## config.mk

```make
export PLATFORM = sky130hd
export DESIGN_NAME = frame_rate_window_stats_core
export DESIGN_NICKNAME = d
export VERILOG_FILES = /design/src/design/frws_pkg.sv /design/src/design/frame_rate_window_stats_core.sv
export SDC_FILE = /design/constraint.sdc
export NUM_CORES = 1
export LEC_CHECK = 0
export BUFFER_PORTS_ARGS = -buffer_cell sky130_fd_sc_hd__buf_4
export CAP_MARGIN = 25
export CORE_MARGIN = 2
export CORE_UTILIZATION = 36
export DETAILED_ROUTE_END_ITERATION = 8
export HOLD_SLACK_MARGIN = 0.03
export PLACE_DENSITY = 0.56
export SLEW_MARGIN = 40
export SYNTH_ARGS = -nofsm -noshare
export SYNTH_HDL_FRONTEND = slang
export SYNTH_SLANG_ARGS = --single-unit
```

## constraint.sdc

```tcl
create_clock -name clk -period 11.46 [get_ports clk]
set_input_delay 0.573 -clock clk [delete_from_list [all_inputs] [get_ports clk]]
set_output_delay 0.573 -clock clk [all_outputs]
set_load 0.03 [all_outputs]
```

## src/design/frws_pkg.sv

```systemverilog
// frws_pkg: shared types, constants and the control store of the frame rate
// window statistics core. Depends on nothing; imported by
// frame_rate_window_stats_core.
package frws_pkg;

	// Field widths and limits
	localparam int unsigned MS_W       = 16;
	localparam int unsigned FPS_W      = 10;
	localparam int unsigned OUT_DATA_W = 64;
	localparam int unsigned MS_PER_SEC = 1000;
	localparam int unsigned MIN_MS     = 1;
	localparam int unsigned MAX_MS     = 1000;

	// Micro-operation driven into the datapath by one control word
	typedef enum logic [2:0] {
		OP_NOP,
		OP_ACCEPT,
		OP_READ,
		OP_DIV_LOAD,
		OP_DIV_STEP,
		OP_DIV_STORE,
		OP_EMIT
	} op_t;

	// Which quotient a division step group works on
	typedef enum logic [1:0] {
		SEL_AVG,
		SEL_BEST,
		SEL_WORST,
		SEL_LATEST
	} sel_t;

	// Condition that keeps the step counter on the current step
	typedef enum logic [2:0] {
		HOLD_NONE,
		HOLD_INPUT,
		HOLD_WALK,
		HOLD_DIV,
		HOLD_OUTPUT
	} hold_t;

	localparam int unsigned UC_W = 4;

	typedef logic [UC_W-1:0] step_t;

	typedef struct packed {
		op_t   op;
		sel_t  sel;
		hold_t hold;
		logic  jmp;
		step_t target;
	} ucode_t;

	// Program step addresses
	localparam step_t ST_IDLE     = 4'd0;
	localparam step_t ST_WALK     = 4'd1;
	localparam step_t ST_DRAIN    = 4'd2;
	localparam step_t ST_AVG_LD   = 4'd3;
	localparam step_t ST_AVG_IT   = 4'd4;
	localparam step_t ST_AVG_ST   = 4'd5;
	localparam step_t ST_BEST_LD  = 4'd6;
	localparam step_t ST_BEST_IT  = 4'd7;
	localparam step_t ST_BEST_ST  = 4'd8;
	localparam step_t ST_WORST_LD = 4'd9;
	localparam step_t ST_WORST_IT = 4'd10;
	localparam step_t ST_WORST_ST = 4'd11;
	localparam step_t ST_LAT_LD   = 4'd12;
	localparam step_t ST_LAT_IT   = 4'd13;
	localparam step_t ST_LAT_ST   = 4'd14;
	localparam step_t ST_EMIT     = 4'd15;

	// Control store: one word per step
	function automatic ucode_t ucode_fetch(input step_t pc);
		ucode_t cw;
		unique case (pc)
			ST_IDLE:     cw = '{OP_ACCEPT,    SEL_AVG,    HOLD_INPUT,  1'b0, ST_IDLE};
			ST_WALK:     cw = '{OP_READ,      SEL_AVG,    HOLD_WALK,   1'b0, ST_IDLE};
			ST_DRAIN:    cw = '{OP_NOP,       SEL_AVG,    HOLD_NONE,   1'b0, ST_IDLE};
			ST_AVG_LD:   cw = '{OP_DIV_LOAD,  SEL_AVG,    HOLD_NONE,   1'b0, ST_IDLE};
			ST_AVG_IT:   cw = '{OP_DIV_STEP,  SEL_AVG,    HOLD_DIV,    1'b0, ST_IDLE};
			ST_AVG_ST:   cw = '{OP_DIV_STORE, SEL_AVG,    HOLD_NONE,   1'b0, ST_IDLE};
			ST_BEST_LD:  cw = '{OP_DIV_LOAD,  SEL_BEST,   HOLD_NONE,   1'b0, ST_IDLE};
			ST_BEST_IT:  cw = '{OP_DIV_STEP,  SEL_BEST,   HOLD_DIV,    1'b0, ST_IDLE};
			ST_BEST_ST:  cw = '{OP_DIV_STORE, SEL_BEST,   HOLD_NONE,   1'b0, ST_IDLE};
			ST_WORST_LD: cw = '{OP_DIV_LOAD,  SEL_WORST,  HOLD_NONE,   1'b0, ST_IDLE};
			ST_WORST_IT: cw = '{OP_DIV_STEP,  SEL_WORST,  HOLD_DIV,    1'b0, ST_IDLE};
			ST_WORST_ST: cw = '{OP_DIV_STORE, SEL_WORST,  HOLD_NONE,   1'b0, ST_IDLE};
			ST_LAT_LD:   cw = '{OP_DIV_LOAD,  SEL_LATEST, HOLD_NONE,   1'b0, ST_IDLE};
			ST_LAT_IT:   cw = '{OP_DIV_STEP,  SEL_LATEST, HOLD_DIV,    1'b0, ST_IDLE};
			ST_LAT_ST:   cw = '{OP_DIV_STORE, SEL_LATEST, HOLD_NONE,   1'b0, ST_IDLE};
			ST_EMIT:     cw = '{OP_EMIT,      SEL_AVG,    HOLD_OUTPUT, 1'b1, ST_IDLE};
		endcase
		return cw;
	endfunction

endpackage

```

## src/design/frame_rate_window_stats_core.sv

```systemverilog
// frame_rate_window_stats_core: moving-window frame rate statistics.
// Microcoded sequencer, window memory, serial divider. Depends on frws_pkg.
//
// Usage:
//  - Slave stream (s_axis_*): one transaction per rendered frame, tdata[15:0]
//    is the frame duration in ms. It is clamped to 1..1000 and written into a
//    ring window of the last HISTORY_DEPTH frames.
//  - Master stream (m_axis_*): one transaction per input, carrying average,
//    best and worst rate, both margins and the rate of the newest frame.
//  - One input is in flight at a time, and each is taken in an accept step
//    of its own. The processing time is set by the window walk (one memory
//    read per cycle) and four quotients from one shared radix-2 divider
//    (one quotient bit per cycle).
//  - The result sits in an output register; the next input is taken while it
//    waits. If the receiver stalls, the sequencer holds at its last step
//    until the register frees up, and s_axis_tready stays low meanwhile.
//  - Reset: window entries read as 1 (per-entry valid bits cleared), write
//    slot back to 0, no result pending. Ready as soon as reset is released.
module frame_rate_window_stats_core
	import frws_pkg::*;
#(
	parameter int unsigned HISTORY_DEPTH = 60
) (
	input  logic                  clk,
	input  logic                  arst_n,
	// Slave stream
	input  logic                  s_axis_tvalid,
	output logic                  s_axis_tready,
	input  logic [MS_W-1:0]       s_axis_tdata,   // [15:0] frame_millis
	// Master stream
	output logic                  m_axis_tvalid,
	input  logic                  m_axis_tready,
	output logic [OUT_DATA_W-1:0] m_axis_tdata    // [9:0] average_fps, [19:10] best_fps,
	                                              // [29:20] worst_fps, [39:30] best_margin,
	                                              // [49:40] worst_margin, [59:50] latest_fps
);

	localparam int unsigned IDX_W   = (HISTORY_DEPTH > 1) ? $clog2(HISTORY_DEPTH) : 1;
	localparam int unsigned NUM_AVG = HISTORY_DEPTH * MS_PER_SEC;
	localparam int unsigned SUM_W   = $clog2(NUM_AVG + 1);
	localparam int unsigned CNT_W   = $clog2(SUM_W + 1);
	localparam logic [IDX_W-1:0] IDX_LAST = IDX_W'(HISTORY_DEPTH - 1);

	// Sequencer
	step_t  pc_q, pc_d;
	ucode_t cw;
	logic   hold;

	// Window storage and walk
	logic [FPS_W-1:0]         mem [HISTORY_DEPTH];
	logic [HISTORY_DEPTH-1:0] valid_q;
	logic [IDX_W-1:0]         slot_q;
	logic [IDX_W-1:0]         rd_idx_q;
	logic [FPS_W-1:0]         rd_data_s1;
	logic                     rd_vbit_s1;
	logic                     rd_vld_s1;
	logic [FPS_W-1:0]         entry;

	// Statistics
	logic [FPS_W-1:0] ms_clamped;
	logic [FPS_W-1:0] ms_q;
	logic [SUM_W-1:0] sum_q;
	logic [FPS_W-1:0] lo_q, hi_q;

	// Divider
	logic [SUM_W-1:0] rem_q, quo_q, dvs_q;
	logic [CNT_W-1:0] cnt_q;
	logic [SUM_W:0]   rem_sh, diff;
	logic             ge;

	// Results
	logic [FPS_W-1:0] avg_q, best_q, worst_q, latest_q;
	logic [FPS_W-1:0] best_margin, worst_margin;
	logic             m_tvalid_q;
	logic [OUT_DATA_W-1:0] m_tdata_q;

	logic in_fire, emit_fire;

	// Control word fetch and handshake strobes
	assign cw            = ucode_fetch(pc_q);
	assign s_axis_tready = (cw.op == OP_ACCEPT);
	assign in_fire       = s_axis_tvalid && s_axis_tready;
	assign emit_fire     = (cw.op == OP_EMIT) && !hold;

	// Hold condition of the current step
	always_comb begin
		unique case (cw.hold)
			HOLD_NONE:   hold = 1'b0;
			HOLD_INPUT:  hold = !s_axis_tvalid;
			HOLD_WALK:   hold = (rd_idx_q != IDX_LAST);
			HOLD_DIV:    hold = (cnt_q != CNT_W'(1));
			HOLD_OUTPUT: hold = m_tvalid_q && !m_axis_tready;
			default:     hold = 1'b0;
		endcase
	end

	// Next step
	always_comb begin
		if (hold) begin
			pc_d = pc_q;
		end else if (cw.jmp) begin
			pc_d = cw.target;
		end else begin
			pc_d = pc_q + step_t'(1);
		end
	end

	always_ff @(posedge clk or negedge arst_n) begin
		if (!arst_n) begin
			pc_q <= ST_IDLE;
		end else begin
			pc_q <= pc_d;
		end
	end

	// Clamp the incoming duration to 1..1000
	always_comb begin
		if (s_axis_tdata < MS_W'(MIN_MS)) begin
			ms_clamped = FPS_W'(MIN_MS);
		end else if (s_axis_tdata > MS_W'(MAX_MS)) begin
			ms_clamped = FPS_W'(MAX_MS);
		end else begin
			ms_clamped = s_axis_tdata[FPS_W-1:0];
		end
	end

	// Window memory: write on accept, one read per walk step
	always_ff @(posedge clk) begin
		if (in_fire) begin
			mem[slot_q] <= ms_clamped;
		end
		if (cw.op == OP_READ) begin
			rd_data_s1 <= mem[rd_idx_q];
		end
	end

	// Valid bits, write slot, walk index and read pipeline flag
	always_ff @(posedge clk or negedge arst_n) begin
		if (!arst_n) begin
			valid_q    <= '0;
			slot_q     <= '0;
			rd_idx_q   <= '0;
			rd_vld_s1  <= 1'b0;
			rd_vbit_s1 <= 1'b0;
		end else begin
			rd_vld_s1 <= (cw.op == OP_READ);
			if (in_fire) begin
				valid_q[slot_q] <= 1'b1;
				slot_q          <= (slot_q == IDX_LAST) ? '0 : slot_q + IDX_W'(1);
				rd_idx_q        <= '0;
			end else if (cw.op == OP_READ) begin
				rd_vbit_s1 <= valid_q[rd_idx_q];
				rd_idx_q   <= (rd_idx_q == IDX_LAST) ? '0 : rd_idx_q + IDX_W'(1);
			end
		end
	end

	// Never-written entries read as one
	assign entry = rd_vbit_s1 ? rd_data_s1 : FPS_W'(MIN_MS);

	// Sum, minimum and maximum over the window
	always_ff @(posedge clk) begin
		if (in_fire) begin
			ms_q  <= ms_clamped;
			sum_q <= '0;
			lo_q  <= FPS_W'(MAX_MS);
			hi_q  <= FPS_W'(MIN_MS);
		end else if (rd_vld_s1) begin
			sum_q <= sum_q + SUM_W'(entry);
			if (entry < lo_q) begin
				lo_q <= entry;
			end
			if (entry > hi_q) begin
				hi_q <= entry;
			end
		end
	end

	// Restoring divider, one quotient bit per cycle
	assign rem_sh = {rem_q, quo_q[SUM_W-1]};
	assign diff   = rem_sh - {1'b0, dvs_q};
	assign ge     = !diff[SUM_W];

	always_ff @(posedge clk) begin
		unique case (cw.op)
			OP_DIV_LOAD: begin
				rem_q <= '0;
				cnt_q <= CNT_W'(SUM_W);
				quo_q <= (cw.sel == SEL_AVG) ? SUM_W'(NUM_AVG) : SUM_W'(MS_PER_SEC);
				unique case (cw.sel)
					SEL_AVG:    dvs_q <= sum_q;
					SEL_BEST:   dvs_q <= SUM_W'(lo_q);
					SEL_WORST:  dvs_q <= SUM_W'(hi_q);
					SEL_LATEST: dvs_q <= SUM_W'(ms_q);
					default:    dvs_q <= sum_q;
				endcase
			end
			OP_DIV_STEP: begin
				rem_q <= ge ? diff[SUM_W-1:0] : rem_sh[SUM_W-1:0];
				quo_q <= {quo_q[SUM_W-2:0], ge};
				cnt_q <= cnt_q - CNT_W'(1);
			end
			default: begin
			end
		endcase
	end

	// Quotient capture
	always_ff @(posedge clk) begin
		if (cw.op == OP_DIV_STORE) begin
			unique case (cw.sel)
				SEL_AVG:    avg_q    <= quo_q[FPS_W-1:0];
				SEL_BEST:   best_q   <= quo_q[FPS_W-1:0];
				SEL_WORST:  worst_q  <= quo_q[FPS_W-1:0];
				SEL_LATEST: latest_q <= quo_q[FPS_W-1:0];
				default:    avg_q    <= quo_q[FPS_W-1:0];
			endcase
		end
	end

	// Margins from the average, floored at zero
	assign best_margin  = (best_q >= avg_q) ? best_q - avg_q : '0;
	assign worst_margin = (avg_q >= worst_q) ? avg_q - worst_q : '0;

	// Output register
	always_ff @(posedge clk or negedge arst_n) begin
		if (!arst_n) begin
			m_tvalid_q <= 1'b0;
		end else if (emit_fire) begin
			m_tvalid_q <= 1'b1;
		end else if (m_axis_tready) begin
			m_tvalid_q <= 1'b0;
		end
	end

	always_ff @(posedge clk) begin
		if (emit_fire) begin
			m_tdata_q <= {(OUT_DATA_W - 6 * FPS_W)'(0), latest_q, worst_margin, best_margin,
			              worst_q, best_q, avg_q};
		end
	end

	assign m_axis_tvalid = m_tvalid_q;
	assign m_axis_tdata  = m_tdata_q;

	// Checks
	a_div_rem_below_divisor: assert property (@(posedge clk) disable iff (!arst_n)
		(cw.op == OP_DIV_STORE) |-> (rem_q < dvs_q))
		else $error("divider remainder not below divisor at store");

	a_window_stats_sane: assert property (@(posedge clk) disable iff (!arst_n)
		(cw.op == OP_DIV_LOAD && cw.sel == SEL_AVG) |->
		(sum_q >= SUM_W'(HISTORY_DEPTH) && lo_q <= hi_q && lo_q != '0))
		else $error("window sum or extremes out of range after walk");

	a_rates_ordered: assert property (@(posedge clk) disable iff (!arst_n)
		m_axis_tvalid |-> (m_axis_tdata[19:10] >= m_axis_tdata[9:0] &&
		                   m_axis_tdata[9:0] >= m_axis_tdata[29:20]))
		else $error("best, average and worst rates out of order");

	a_output_drains: assert property (@(posedge clk) disable iff (!arst_n)
		(m_axis_tvalid && m_axis_tready && !emit_fire) |=> !m_axis_tvalid)
		else $error("result repeated after its transaction");

endmodule
```

==> results of run 1 <==
## where the power goes
| part | internal, mW | leakage, nW | switching [mW] |
|---|---|---|---|
| Clock | 1.82 | 1.54 | 1.28 |
| Combinational | 1.32 | 4.65 | 1.91 |
| Sequential | 3.94 | 8.79 | 0.287 |
| Total | 7.07 | 15.0 | 3.47 |
## synth_stat cells, types with 4 or more instances
cell type | instances | area [sq um]
edfxtp_1 | 773 | 23210
mux4_2 | 211 | 4752
nor2_1 | 140 | 525.5
nand2_1 | 116 | 435.4
dfrtp_1 | 79 | 1977
inv_1 | 77 | 289.0
ha_1 | 70 | 875.8
a21oi_1 | 64 | 320.3
or2_1 | 60 | 375.4
clkbuf_1 | 57 | 214.0
o21ai_1 | 40 | 200.2
dfxtp_1 | 36 | 720.7
o21ai_0 | 36 | 180.2
mux2i_1 | 35 | 350.3
xnor2_1 | 28 | 245.2
buf_2 | 24 | 120.1
nand3_1 | 24 | 120.1
and3_1 | 22 | 137.6
a21o_1 | 20 | 150.1
nor3_1 | 20 | 100.1
and2_1 | 17 | 106.4
nand2b_1 | 16 | 100.1
nor2b_1 | 15 | 93.84
a31oi_1 | 14 | 87.58
a211oi_1 | 12 | 90.09
o21a_1 | 12 | 90.09
buf_1 | 10 | 37.54
nand4_1 | 10 | 62.56
o211ai_1 | 10 | 75.07
or3_1 | 10 | 62.56
xor2_1 | 9 | 78.83
nand3b_1 | 8 | 60.06
buf_4 | 7 | 52.55
nor4_1 | 6 | 37.54
o22ai_1 | 5 | 31.28
or2_2 | 5 | 31.28
a211o_1 | 4 | 35.03
nor3b_1 | 4 | 30.03
o2111ai_1 | 4 | 35.03
o21bai_1 | 4 | 30.03
o31ai_1 | 4 | 30.03
## registers in the layout, indices dropped and copies added (netlist names), 16 cells and up
signal        count
mem             600
m_axis_tdata     60
valid_q          60
dvs_q            16
quo_q            16
rem_q            16
sum_q            16
## metal layers
layer / vias up / track usage [%] / part of all wire [%]
met5: - / 0 / 0
met4: 0 / 4.650 / 2.3
met3: 127 / 2.451 / 5.1
met2: 601 / 27.53 / 49
met1: 10314 / 22.77 / 44
li1: 8775 / - / -
## cell families (layout without fill, tap and decap cells)
kind of cell	Yosys count	count (layout)	share of synthesized area, %
flip-flops	888	888	69.73
AND/OR/NAND/NOR	482	482	6.350
AO/OA/AOI/OAI	265	265	4.576
multiplexers	251	251	13.89
buffers and inverters	179	379	2.003
adder cells (fa/ha/maj)	75	75	2.572
XOR/XNOR	37	37	0.8721
other	1	4	0.01009
## stage by stage
step / setup slack, ps / std cells / hold slack (ps)
2_1_floorplan: 3473 / 2181 / 277.4
3_3_place_gp: 7365 / 3569 / 408.6
3_5_place_dp: 7303 / 3575 / 404.5
4_1_cts: 7282 / 3747 / 164.0
5_1_grt: 7144 / 3749 / 201.0
6_report: 7437 / 3749 / 197.1
## worst reg2reg max path, delay by kind of cell, from the launching register on
family        cells  cell delay [ps]
flops             1              510
simple gates      3             1510
buf+inv           3              670
xor+xnor          1              170
fa+ha+maj         1              390
mux               1              400
## worst paths after layout
kind	from	endpoint	slack, ps	cells after the start
hold / removal	m_axis_tready	m_axis_tvalid$_DFFE_PN0P_	200	3
hold reg to reg	latest_q[0]$_DFFE_PP_	m_axis_tdata[50]$_DFFE_PP_	380	0
max in group asynchronous	arst_n	rd_idx_q[2]$_DFFE_PN0P_	9720	3
setup reg to reg	pc_q[0]$_DFFE_PN0N_	mem[12][7]$_DFFE_PP_	7440	9
setup / recovery	pc_q[0]$_DFFE_PN0N_	mem[12][7]$_DFFE_PP_	7440	9
min in group asynchronous	arst_n	rd_vld_s1$_DFF_PN0_	470	2
## cell type report
type	instances	area, sq um	share of cell area, %
flip-flops and latches	888	25920	60.49
multi-input cells	1114	10700	24.96
clock buffers	113	2430	5.669
well taps	1368	1712	3.993
repair buffers	130	1081	2.522
clock inverters	58	721.9	1.684
inverters	78	292.8	0.6831
==> results.ini, run 1 <==
[outcome]
status=finished clean

[logic_synthesis]
synth_ff_type=edfxtp_1
syn_inst=2178
synth-edff-count=773
yosys_warnings=0
seq_area_frac_synth_pct=69.73
synth_cell_types=81
async_flop_share_pct=8.896
synth-seq-cells=888
netlist_area_sq_um=37160
post_synth.cell_area_avg_sq_um=17.06

[drt]
drt_first_pass_iters=5
ant_nets=0
viasPerCell=5.286
totalWireLength_microns=87450
dr.first_iter.drc_count=2023
vias=19817
wire_per_inst_microns=23.33
drc_errors=0

[global_route]
grt_usage_pct=16.59
antenna_found_initial=3
grt_pass1_wl_microns=133100
grt_pass1_vias=20506
overflow=0
grt_max_degree=64

[clock_tree]
clkSinkCount=888
clk_latency_ps=660
post_cts_buffers=0
clockRootBuffer=clkbuf_16
cts_inserted_buffers=91
cts_tree=done
htree_levels=3
hold_buffers=1
clk_pin_slew_ps=60
clock_path_buffers=3
ctsResizeCount=0

[critical_path]
cp_slowest_cell=nor2_2
start_kind=register
cpLargestDelayFamily=simple AND/OR/NAND/NOR gates
crit_type=register to register
crit_path_max_fanout=23
required_ps=11750
path_buf_inv=3
cp_data_arrival_time_ps=4310
critPathMaxStageDelay_ps=800
cp_cell_sequence=inv_1 -> ha_1 -> xor2_1 -> mux2i_2 -> nand4_1 -> buf_4 -> inv_2 -> nand3_1 -> nor2_2
critPathCaptureType=register

[timing]
rsz0062_at_grt=no
finalCritPeriodShare_pct=35.10
skew_ps=45.76
fmax_ghz=0.2486
drv_slew=0
maxSlewHeadroom_pct=41.41
tightest_slew_ps=876.1
setup_tns_ps=0
final-setup-viol-count=0
hold_viol_final=0
timing.final.crit_period_ps=4023

[placement]
routabilityCongestion=0.8082
hpwl_microns=55670
postPlaceCellArea_sq_um=39640
io_buffer_count=81

[layout]
num_antenna_cells=0
area_growth_syn_to_layout_pct=15.34
layout_common_cells=edfxtp_1, mux4_2, buf_4
layout-drive-gt1-share_pct=24.32
nets=2396
final_util_pct=42.01
mostFrequentLayoutCell=edfxtp_1
fin_area_sq_um=42860
fillers=9068

[power]
vdd_drop_max_mv=0.1521
powerDensity_nw_per_um2=246.1
power.total_mw=10.55
p_leak_nw=14.98

[worst_hold_path]
hold_class=primary input to register

[floorplan]
chipHeight_microns=325.3
die_area_sq_um=105800
die-width_microns=325.3
core-area_sq_um=102000
start_util_pct=36.42
rows=117
io_pins=86

[run]
cap_violations=0

No activity file was read; power rests on OpenSTA's default activity.
==> inputs of run 2 (changes only) <==
Settings changed: ABC_AREA set to 1, PLACE_DENSITY 0.56 to 0.58.
Clock period 11.46 ns to 3.5 ns, I/O delays scaled along.
==> results.ini, run 2 <==
[placement]
io_buffer_count=81
hpwl_microns=63730
routabilityCongestion=0.9015
dp_cells=4960

[logic_synthesis]
synth-edff-count=773
synth.area.top_cells=edfxtp_1, nor2_1, nand2_1
post_synth.cell_area_avg_sq_um=10.93
synth.top_cells.by_count=edfxtp_1, nor2_1, nand2_1
async_flop_share_pct=8.896
netlist.area_leader.share_pct=60.21
synth-seq-cells=888
synth_cell_types=50
syn_inst=3528
seq_area_frac_synth_pct=67.21
synth_ff_type=edfxtp_1
synth_top_cell_by_area=edfxtp_1
yosys_warnings=0
synth.most_common_cell=edfxtp_1
netlist_area_sq_um=38550

[power]
combPwrFrac_pct=35.0
pwr-share-clk_pct=27.1
power.switching_mw=13.72
sw_frac_of_total_pct=38.12
power.total_mw=36.00
seqPwrFrac_pct=37.9
p_leak_nw=17.42
internal-power_mw=22.28
vdd_drop_max_mv=0.5356
powerDensity_nw_per_um2=811.3

[critical_path]
crit_path_max_fanout=11
reg2reg_setup_slack_ps=280
worstRegToRegCells=12
start_kind=register
crit_type=register to register
critPathCaptureType=register
cp_data_arrival_time_ps=3610
reg2reg_from=pc_q[0]$_DFFE_PN0N_
r2r-end=mem[45][4]$_DFFE_PP_
required_ps=3890

[floorplan]
io_pins=86
rows=120
die_area_sq_um=109700
core-area_sq_um=106600
start_util_pct=36.16
chipHeight_microns=331.2
die-width_microns=331.2

[layout]
area_growth_syn_to_layout_pct=15.11
nets=3748
final_util_pct=41.63
num_antenna_cells=0
mostFrequentLayoutCell=edfxtp_1
layout-drive-gt1-share_pct=10.94
top_register=mem
layout_common_cells=edfxtp_1, nor2_1, nand2_1
final_cell_count_no_fill=5134
fillers=10123
largest_register_ffs=600

[timing]
drv_slew=0
timing.final.crit_period_ps=3220
finalCritPeriodShare_pct=92.01
final-setup-viol-count=0
rsz0062_at_grt=yes
maxSlewHeadroom_pct=49.11
fmax_ghz=0.3105
hold_viol_final=0
tightest_slew_ps=761.5
skew_ps=56.10
worst_hold_slack_ps=67.14
setup_tns_ps=0

[clock_tree]
htree_levels=3
clockRootBuffer=clkbuf_16
clkSinkCount=888
clk_latency_ps=680
clock_path_buffers=3
cts_inserted_buffers=93
clk_pin_slew_ps=60
cts_tree=done

[drt]
dr.first_iter.drc_count=2491
ant_nets=0
drt_first_pass_iters=5
vias=26317
wire_per_inst_microns=19.58
viasPerCell=5.126
drc_errors=0
totalWireLength_microns=100500

[run]
cap_violations=0

[global_route]
grt_usage_pct=17.95
grt_pass1_wl_microns=153200
grt_max_degree=125
antenna_found_initial=1
grt_pass1_vias=25076
overflow=0

[worst_hold_path]
hold_class=primary input to asynchronous set/reset pin

[outcome]
status=finished clean

[run 2: stage by stage]
| stage | instance area (sq um) | worst slack [ps] |
|---|---|---|
| CTS | 44360 | 211.4 |
| finish | 44380 | 279.6 |
| detailed placement | 41300 | 199.3 |
| floorplan | 38570 | 85.88 |
| global route | 44380 | -6.016 |
| global placement | 41290 | 304.4 |
[run 2: what timing repair did]
| item | in CTS | in global routing |
|---|---|---|
| hold buffers | 3 | 0 |
| hold endpoints to repair | 57 | 0 |
| endpoints found under the setup margin | 0 | 17 |
| resized for setup | 0 | 2 |
| setup buffers | 0 | 0 |
[run 2: cells by family (layout without fill, tap and decap cells)]
group	after synthesis	after routing	share of synthesized area, %
buffers and inverters	447	647	4.648
XOR/XNOR	27	27	0.6134
AO/OA/AOI/OAI	667	667	9.737
flip-flops	888	888	67.21
adder cells (fa/ha/maj)	73	73	2.428
AND/OR/NAND/NOR	1425	1425	15.36
other	1	4	0.009727
[run 2: metal layers]
layer | wire length [microns] | global-route usage (%)
met5 | 9 | 0
met3 | 6380 | 3.028
met2 | 45960 | 28.33
met4 | 3177 | 5.917
met1 | 45010 | 25.20
[run 2: layout make-up]
class / count / area [sq um] / share of cell area (%)
inverter: 274 / 1037 / 2.337
tap: 1403 / 1755 / 3.956
multi-input combinational: 2196 / 10930 / 24.63
sequential: 888 / 25920 / 58.40
timing repair buffer: 202 / 1705 / 3.843
clock inverter: 59 / 580.6 / 1.308
clock buffer: 112 / 2450 / 5.520
[run 2: power by group through the flow]
stage | clock network [mW] | logic, mW | registers [mW]
final | 9.75 | 12.6 | 13.7
after global routing | 10.4 | 14.0 | 13.8
after global placement | 0 | 12.4 | 13.9
after detailed placement | 0 | 12.5 | 13.9
after floorplan | 0 | 8.50 | 13.7
after CTS | 9.94 | 12.5 | 13.7
[run 2: worst max path at each step]
stage	startpoint	end	slack, ps	cells after the start
after floorplan	pc_q[0]$_DFFE_PN0N_	m_axis_tdata[0]$_DFFE_PP_	90	13
after global placement	pc_q[0]$_DFFE_PN0N_	mem[58][7]$_DFFE_PP_	300	12
after detailed placement	pc_q[0]$_DFFE_PN0N_	mem[58][7]$_DFFE_PP_	200	12
after CTS	pc_q[0]$_DFFE_PN0N_	mem[58][7]$_DFFE_PP_	210	12
after global routing	pc_q[0]$_DFFE_PN0N_	mem[45][5]$_DFFE_PP_	-6	12
final	pc_q[0]$_DFFE_PN0N_	mem[45][4]$_DFFE_PP_	280	12
[run 2: critical path: stages (launching register included)]
cell	delay, ps
dfrtp_1	440
inv_1	180
ha_1	360
inv_1	70
nand2_1	100
nand2_1	80
inv_1	60
o21a_1	270
nand2_2	130
nor2_4	340
nand2_1	360
nor2_1	350
buf_4	220
